==> config.mk <==
export PLATFORM = sky130hd
export DESIGN_NAME = button_debounce_short_long_press_core_flat
export DESIGN_NICKNAME = d
export VERILOG_FILES = /design/src/rtl/bdsl_pkg.sv /design/src/rtl/bdsl_stream_if.sv /design/src/rtl/button_debounce_short_long_press_core.sv /design/src/flat_wrapper.sv
export SDC_FILE = /design/constraint.sdc
export NUM_CORES = 1
export LEC_CHECK = 0
export ABC_AREA = 1
export BUFFER_PORTS_ARGS = -buffer_cell sky130_fd_sc_hd__buf_2
export CORE_ASPECT_RATIO = 1.4
export CORE_MARGIN = 2
export CORE_UTILIZATION = 47
export CTS_BUF_LIST = sky130_fd_sc_hd__clkbuf_16
export DETAILED_ROUTE_END_ITERATION = 12
export PLACE_DENSITY = 0.63
export RECOVER_POWER = 100
export SETUP_SLACK_MARGIN = 0.1
export SYNTH_ARGS = -nofsm -noshare
export SYNTH_HDL_FRONTEND = slang
export SYNTH_SLANG_ARGS = --single-unit
==> constraint.sdc <==
create_clock -name clock -period 4.1 [get_ports clock]
set_input_delay 0.205 -clock clock [delete_from_list [all_inputs] [get_ports clock]]
set_output_delay 0.205 -clock clock [all_outputs]
set_load 0.02 [all_outputs]
==> src/rtl/bdsl_pkg.sv <==
// ----------------------------------------------------------------------------
// Button debounce package
// Shared payload types, register indices and reset values of the button
// debouncer with short and long press detection.
// ----------------------------------------------------------------------------
package bdsl_pkg;

   localparam int unsigned TIME_WIDTH = 32;
   localparam int unsigned CSR_WIDTH  = 16;

   typedef enum logic [0:0] {
      CSR_SETTLE_TIME = 1'b0,
      CSR_HOLD_TIME   = 1'b1
   } csr_index_type;

   localparam logic [CSR_WIDTH-1:0] SETTLE_TIME_RESET = 16'd50;
   localparam logic [CSR_WIDTH-1:0] HOLD_TIME_RESET   = 16'd1000;

   typedef struct packed {
      logic                  raw_level;
      logic [TIME_WIDTH-1:0] now_ms;
   } req_payload_type;

   typedef struct packed {
      logic short_press;
      logic long_press;
      logic clean_level;
   } rsp_payload_type;

endpackage

==> src/rtl/bdsl_stream_if.sv <==
// ----------------------------------------------------------------------------
// Button debounce stream interface
// Valid and ready handshake with a typed payload; one transfer takes place
// at each rising edge at which valid and ready are both high.
// ----------------------------------------------------------------------------
interface bdsl_stream_if #(
   parameter type payload_type = logic
);

   logic        valid;
   logic        ready;
   payload_type payload;

   modport source (
      output valid,
      output payload,
      input  ready
   );

   modport sink (
      input  valid,
      input  payload,
      output ready
   );

endinterface

==> src/rtl/button_debounce_short_long_press_core.sv <==
// ----------------------------------------------------------------------------
// Button debounce with short and long press detection
// Debounces an active-low button sample stream and reports short and long
// presses from millisecond timestamps.
// ----------------------------------------------------------------------------
// Each request transfer carries one pin sample and its timestamp and yields
// exactly one response transfer with the debounced level and the press
// flags. A sample is captured in an input register and evaluated there when
// the state and the response register are updated; a new sample is taken
// in every cycle while the response channel does not stall. The response
// and input registers together let a sample be accepted while an earlier
// response still waits to be taken. All time differences wrap modulo 2^32.
// The user must write settle and hold times through the register port
// only while no sample is in flight; the block does not enforce this.
module button_debounce_short_long_press_core (
   input  logic                            clock,
   input  logic                            reset,
   bdsl_stream_if.sink                     req_if,
   bdsl_stream_if.source                   rsp_if,
   input  logic                            csr_write_enable,
   input  bdsl_pkg::csr_index_type         csr_index,
   input  logic [bdsl_pkg::CSR_WIDTH-1:0]  csr_write_data
);

   logic [bdsl_pkg::CSR_WIDTH-1:0]  settle_time_ff;
   logic [bdsl_pkg::CSR_WIDTH-1:0]  hold_time_ff;

   logic                            s1_valid_ff;
   bdsl_pkg::req_payload_type       s1_payload_ff;
   logic                            rsp_valid_ff;
   bdsl_pkg::rsp_payload_type       rsp_payload_ff;

   logic                            stable_level_ff, stable_level_in;
   logic                            previous_raw_ff;
   logic [bdsl_pkg::TIME_WIDTH-1:0] change_time_ff, change_time_in;
   logic [bdsl_pkg::TIME_WIDTH-1:0] press_time_ff, press_time_in;
   logic                            long_mark_ff, long_mark_in;

   logic                            advance;
   logic [bdsl_pkg::TIME_WIDTH-1:0] elapsed;
   logic [bdsl_pkg::TIME_WIDTH-1:0] held;
   logic                            settled;
   logic                            hold_reached;
   logic                            short_hit;
   logic                            long_hit;

   assign advance      = !rsp_valid_ff || rsp_if.ready;
   assign req_if.ready = !s1_valid_ff || advance;

   assign rsp_if.valid   = rsp_valid_ff;
   assign rsp_if.payload = rsp_payload_ff;

   always_ff @(posedge clock) begin
      if (reset) begin
         settle_time_ff <= bdsl_pkg::SETTLE_TIME_RESET;
         hold_time_ff   <= bdsl_pkg::HOLD_TIME_RESET;
      end else if (csr_write_enable) begin
         case (csr_index)
            bdsl_pkg::CSR_SETTLE_TIME: settle_time_ff <= csr_write_data;
            bdsl_pkg::CSR_HOLD_TIME:   hold_time_ff   <= csr_write_data;
            default: ;
         endcase
      end
   end

   always_comb begin
      change_time_in  = change_time_ff;
      stable_level_in = stable_level_ff;
      press_time_in   = press_time_ff;
      long_mark_in    = long_mark_ff;
      short_hit       = 1'b0;
      long_hit        = 1'b0;

      if (s1_payload_ff.raw_level != previous_raw_ff) begin
         change_time_in = s1_payload_ff.now_ms;
      end
      elapsed      = s1_payload_ff.now_ms - change_time_in;
      held         = s1_payload_ff.now_ms - press_time_ff;
      settled      = elapsed > {{(bdsl_pkg::TIME_WIDTH-bdsl_pkg::CSR_WIDTH){1'b0}},
                                settle_time_ff};
      hold_reached = held >= {{(bdsl_pkg::TIME_WIDTH-bdsl_pkg::CSR_WIDTH){1'b0}},
                              hold_time_ff};

      if (settled) begin
         if (s1_payload_ff.raw_level != stable_level_ff) begin
            stable_level_in = s1_payload_ff.raw_level;
            if (!s1_payload_ff.raw_level) begin
               press_time_in = s1_payload_ff.now_ms;
               long_mark_in  = 1'b0;
               // A press that starts now has zero duration.
               hold_reached  = (hold_time_ff == '0);
            end else if (!long_mark_ff && !hold_reached) begin
               short_hit = 1'b1;
            end
         end
         if (!stable_level_in && !long_mark_in && hold_reached) begin
            long_mark_in = 1'b1;
         end
      end

      if (long_mark_in && stable_level_in) begin
         long_hit     = 1'b1;
         long_mark_in = 1'b0;
      end
   end

   always_ff @(posedge clock) begin
      if (reset) begin
         s1_valid_ff     <= 1'b0;
         rsp_valid_ff    <= 1'b0;
         stable_level_ff <= 1'b1;
         previous_raw_ff <= 1'b1;
         change_time_ff  <= '0;
         press_time_ff   <= '0;
         long_mark_ff    <= 1'b0;
      end else begin
         if (req_if.ready) begin
            s1_valid_ff <= req_if.valid;
         end
         if (advance) begin
            rsp_valid_ff <= s1_valid_ff;
         end
         if (s1_valid_ff && advance) begin
            stable_level_ff <= stable_level_in;
            previous_raw_ff <= s1_payload_ff.raw_level;
            change_time_ff  <= change_time_in;
            press_time_ff   <= press_time_in;
            long_mark_ff    <= long_mark_in;
         end
      end
   end

   always_ff @(posedge clock) begin
      if (req_if.ready && req_if.valid) begin
         s1_payload_ff <= req_if.payload;
      end
      if (s1_valid_ff && advance) begin
         rsp_payload_ff.short_press <= short_hit;
         rsp_payload_ff.long_press  <= long_hit;
         rsp_payload_ff.clean_level <= stable_level_in;
      end
   end

endmodule

==> src/flat_wrapper.sv <==
// flat-port wrapper written by rule: the top's interface ports become plain ports
module button_debounce_short_long_press_core_flat import bdsl_pkg::*;
  (clock, reset, csr_write_enable, csr_index, csr_write_data, req_if_valid, req_if_payload, req_if_ready, rsp_if_valid, rsp_if_payload, rsp_if_ready);
  bdsl_stream_if #(.payload_type(req_payload_type)) req_if_i ();
  bdsl_stream_if #(.payload_type(rsp_payload_type)) rsp_if_i ();
  input  logic clock;
  input  logic reset;
  input  logic csr_write_enable;
  input  bdsl_pkg::csr_index_type csr_index;
  input  logic [bdsl_pkg::CSR_WIDTH-1:0] csr_write_data;
  input wire logic [$bits(req_if_i.valid)-1:0] req_if_valid;
  input wire logic [$bits(req_if_i.payload)-1:0] req_if_payload;
  output wire logic [$bits(req_if_i.ready)-1:0] req_if_ready;
  output wire logic [$bits(rsp_if_i.valid)-1:0] rsp_if_valid;
  output wire logic [$bits(rsp_if_i.payload)-1:0] rsp_if_payload;
  input wire logic [$bits(rsp_if_i.ready)-1:0] rsp_if_ready;
  assign req_if_i.valid = req_if_valid;
  assign req_if_i.payload = req_if_payload;
  assign req_if_ready = req_if_i.ready;
  assign rsp_if_valid = rsp_if_i.valid;
  assign rsp_if_payload = rsp_if_i.payload;
  assign rsp_if_i.ready = rsp_if_ready;
  button_debounce_short_long_press_core u_core (.clock(clock), .reset(reset), .req_if(req_if_i), .rsp_if(rsp_if_i), .csr_write_enable(csr_write_enable), .csr_index(csr_index), .csr_write_data(csr_write_data));
endmodule
* Yosys cells after proc, flatten, opt, wreduce, memory -nomap -nowiden
Index checks and enable logic that the tools add are counted. Widths: inputs -> output; s select.
Word-level totals: flip-flop bits (word level) 137, RAM bits 0, bits in latches 0, logic and storage cells 56, memory bits (read-only) 0, memories kept 0
Cells by class: multipliers 0, order comparisons 2, shifts and indexed selects 0, reduce and logical (&&, ||, !) cells 19, muxes and demuxes 15, divide/modulo/power cells 0, bitwise gates (word level) 2, add/subtract/negate cells 2, equal/unequal tests 2
Operators with widths (number):
- $sub 32x32->32 | 2
- $ge 32x16->1 | 1
- $gt 32x16->1 | 1
- $mux 32 | 1
- $logic_not 16->1 | 1
- $mux 1 | 14
- $logic_and 1x1->1 | 6
- $logic_not 1->1 | 6
- $reduce_and 2->1 | 2
- $reduce_and 4->1 | 1
- $reduce_and 3->1 | 1
- $logic_or 1x1->1 | 2
- $ne 1x1->1 | 2
- $not 1->1 | 2

* Longest topological paths before layout
depth after elaboration 12, mapped depth 32

* Worst setup path after synthesis
Ideal clock, no wire load.
path type register to register, start point register u_core.s1_payload_ff[32] (netlist name), end point register u_core.rsp_payload_ff (netlist bit u_core.rsp_if.payload[1]), data pin, cell stages (with the launch flop) 26, setup time 255 ps, arrival 3912 ps, data required time 3845 ps, slack -67 ps, cells stage by stage edfxtp_1 -> inv_1 -> or2_1 -> nand2_2 -> clkbuf_1 -> mux2i_1 -> ha_1 -> or2_0 -> nand3_1 -> nand2_2 -> a31o_2 -> xor2_1 -> ha_1 -> a21oi_1 -> o21ai_0 -> nor2_1 -> nand2_1 -> nand2_1 -> nand3_1 -> nor2_1 -> nand3_1 -> nor2_2 -> nand2_2 -> nand2_1 -> nand2_2 -> and2_1
RTL lines:
- start, declared | line button_debounce_short_long_press_core.sv:29 | bdsl_pkg::req_payload_type s1_payload_ff;
- start signal, assigned | line button_debounce_short_long_press_core.sv:135 | s1_payload_ff <= req_if.payload;
- $ne 1x1->1 | line button_debounce_short_long_press_core.sv:74 | if (s1_payload_ff.raw_level != previous_raw_ff) begin
- $mux 32 | line button_debounce_short_long_press_core.sv:74
- $sub 32x32->32 | line button_debounce_short_long_press_core.sv:77 | elapsed = s1_payload_ff.now_ms - change_time_in;
- $gt 32x16->1 | line button_debounce_short_long_press_core.sv:79 | settled = elapsed > {{(bdsl_pkg::TIME_WIDTH-bdsl_pkg::CSR_WIDTH){1'b0}},
- $mux 1 (*) | line button_debounce_short_long_press_core.sv:84 | if (settled) begin
- via u_core.stable_level_in | line button_debounce_short_long_press_core.sv:33 | logic stable_level_ff, stable_level_in;
- $logic_and 1x1->1 (*) | line button_debounce_short_long_press_core.sv:101 | if (long_mark_in && stable_level_in) begin
- $mux 1 (*) | line button_debounce_short_long_press_core.sv:101
- via u_core.long_hit | line button_debounce_short_long_press_core.sv:45 | logic long_hit;
- end, declared | line button_debounce_short_long_press_core.sv:31 | bdsl_pkg::rsp_payload_type rsp_payload_ff;
The timed path passes the listed nets; every way through them passes the cells marked *. The select of a mux whose other input is x is not followed. A chain may end at the register's enable or synchronous reset.

* Final worst setup path
Ends and elaborated chain as after synthesis.

==> run metrics <==
Worst Reg2Reg Path Length in Cells 31; initial antenna violation count 0; clk root buf clkbuf_16; final setup TNS -10.03 ns; met2 WL 17800 um; net switching power 1810 uW; DR WL met3 974 um; clk slew on worst S/H paths 0.06 ns; failing checks setup timing; CTS tree built; peak supply drop 0.000322 V; register area share after synthesis 28.0%; final WL 34400 um; Synth Register Bits 137; CTS Sinks 137; H-Tree Level Count 4; Fill cells 2257; DR top layer met4; Slew headroom 23.9%; CP Max Fanout 6; Clock Power Share 30.7%; reg-to-reg slack, setup -0.31 ns; Core Rows 66; synthesized area per cell 6.38 um^2; Post-Syn Area 0.0111 mm^2; dpl cells 2154; Syn. warnings 0; DR pass1 iterations 7; R2R Path End u_core.rsp_if.payload[1]; library cells used by synthesis 42; FF-to-FF Start u_core.s1_payload_ff[32]; Setup crit end kind register; Critical Path AT 4.58 ns; initial DRC count 598; max incr delay on CP 0.36 ns; Yosys top cell by area nand2_1; sequential share of power 30.9%; Core ar. 0.0232 mm^2; Remaining Overflow, GRT 0; pin count of the biggest net entering global routing 63; startpoint types register; dominant cells by area after synthesis nand2_1, dfxtp_1, inv_1; starting density of the core 47.8%; Critical Path RT 4.27 ns; commonest non-fill, non-tap cell in the layout nand2_1; Inserted Diodes 0; post-synth top area share 19.6%; number of buffers added on ports 59; Worst Hold End u_core.settle_time_ff[1]; Sw Share 36.3%; RSZ-0062 raised after global routing yes; fin. max-slew vios 0; P per Cell Area 351 mW/mm^2; global-route usage over all layers 27.7%; Area Growth Syn to Fin 28.3%; Die Wd 134 um; num ports 60; DRC 0; outcome finished, violations left; Die Span Y 186 um; fin crit share 108%; Total Power 5000 uW; final-stage net count 2084; Met1 Routed Length 14400 um; highest clock rate 227 MHz; die area 0.0248 mm^2; net count after synthesis 1891; Design Area, Final 0.0142 mm^2; placed cell area 0.0123 mm^2; Hold Path Stages 3; GPL Wtd Cong 0.920; vias post-DR 11.3k; Int Power 3180 uW; Wirelength per Cell 15.3 um; global-route wire length before repair 53600 um; Critical Path Slowest Stage Cell edfxtp_1; min Tclk post-route 4.41 ns; final core utilization 61.3%; layout cells sized above 1 18.1%; detailed placement HPWL 26600 um; P_leak 0.00739 uW; Comb pwr share 38.4%; worst-case clock buffer depth 2; Worst-Margin Slew 1.14 ns; max-cap violations 0; crit path kind register to register; final hold viol count 0; type of the tightest min-delay check input port to register; total CTS buffers 17; Gate Count Post-Synth 1738; Final Worst Setup Slack -0.310 ns; commonest non-fill, non-tap cells in the layout nand2_1, inv_1, nor2_1; setup violators final 37; vias in the first global route 11.1k; post-route ant nets 0; routed vias/inst 5.04; Setup Skew 0.0114 ns; fin cells 2250; Clock Latency Late Sink 0.42 ns; hold path start csr_write_data[1]
sequential cells by signal (all words and copies together), names as in the netlist, 3 cells and up:
name	cells
u_core.press_time_ff	32
u_core.change_time_ff	32
u_core.s1_payload_ff	33
u_core.settle_time_ff	16
u_core.rsp_if.payload	3
u_core.hold_time_ff	16
through the flow:
stage | setup slack, ns | hold slack, ns
2_1_floorplan | 0.103 | 0.274
3_3_place_gp | -0.229 | 0.381
3_5_place_dp | -0.339 | 0.384
4_1_cts | -0.150 | 0.00493
5_1_grt | -0.473 | 0.0324
6_report | -0.310 | 0.0312
kinds of logic after synthesis:
logic type	Yosys count	share of synthesized area (%)
mux	19	1.72
compound gates	225	12.3
flops	137	28.0
buf+inv	392	13.6
simple gates	837	30.9
xor+xnor	30	2.37
fa+ha+maj	98	11.2
repair_timing:
action | in CTS | in global routing
buffers inserted | 19 | 7
pin swaps | 8 | 49
endpoints found under the hold margin | 32 | 1
setup endpoints to repair | 37 | 37
cloned | 6 | 0
gates resized for setup | 68 | 87
hold buffers | 32 | 1
metal layers:
metal / global-route usage [%] / up-vias
met5: 0 / -
met4: 10.7 / 0
met3: 3.16 / 73
met2: 51.9 / 217
met1: 31.9 / 5225
li1: - / 5827
power by group through the flow:
stage	Clock, uW	Sequential [uW]	Combinational (uW)
after CTS	1550	1530	1800
after detailed placement	0	1560	1660
final	1530	1540	1920
after floorplan	0	1540	1130
after global placement	0	1550	1640
after global routing	1600	1550	2140
worst max-delay path by stage:
stage	from	end	slack, ns
global placement	u_core.s1_payload_ff[32]	u_core.press_time_ff[2]	-0.23
floorplan	u_core.s1_payload_ff[32]	u_core.rsp_if.payload[1]	0.10
finish	u_core.s1_payload_ff[32]	u_core.rsp_if.payload[1]	-0.31
CTS	u_core.s1_payload_ff[32]	u_core.press_time_ff[3]	-0.15
detailed placement	u_core.s1_payload_ff[32]	u_core.press_time_ff[3]	-0.34
global route	u_core.s1_payload_ff[32]	u_core.press_time_ff[27]	-0.47
synth_stat cells, drive strengths merged:
cell type  number
nor2          130
nand4          20
nand3b          7
a21oi          99
a31o            1
o21bai          5
and2            6
o21ai          74
nand3          73
o21a            1
buf            11
ha             96
a211oi          3
edfxtp         36
clkinv          1
fa              2
inv           360
xnor2           1
nor3            7
o211ai         41
and3            1
nor4            6
a21o            1
nand2         584
mux2i          19
dfxtp         101
or2             3
xor2           29
clkbuf         20
area by class of cell:
cell class	count	area, um^2	share of cell area [%]
clock inverters	15	154	1.08
multi-input cells	1209	7100	50.0
inverters	361	1360	9.53
flip-flops and latches	137	3100	21.8
clock buffers	17	425	2.99
well taps	306	383	2.69
repair buffers	205	1700	11.9
worst max-delay path: cells and delay by family (launching register included):
kind / cells / cell delay, ns
adder cells (fa/ha/maj): 2 / 0.56
AND/OR/NAND/NOR: 22 / 2.21
AO/OA/AOI/OAI: 1 / 0.05
multiplexers: 1 / 0.28
flip-flops: 1 / 0.36
XOR/XNOR: 1 / 0.21
buffers and inverters: 4 / 0.48
Power figures use the tool's default switching activity.
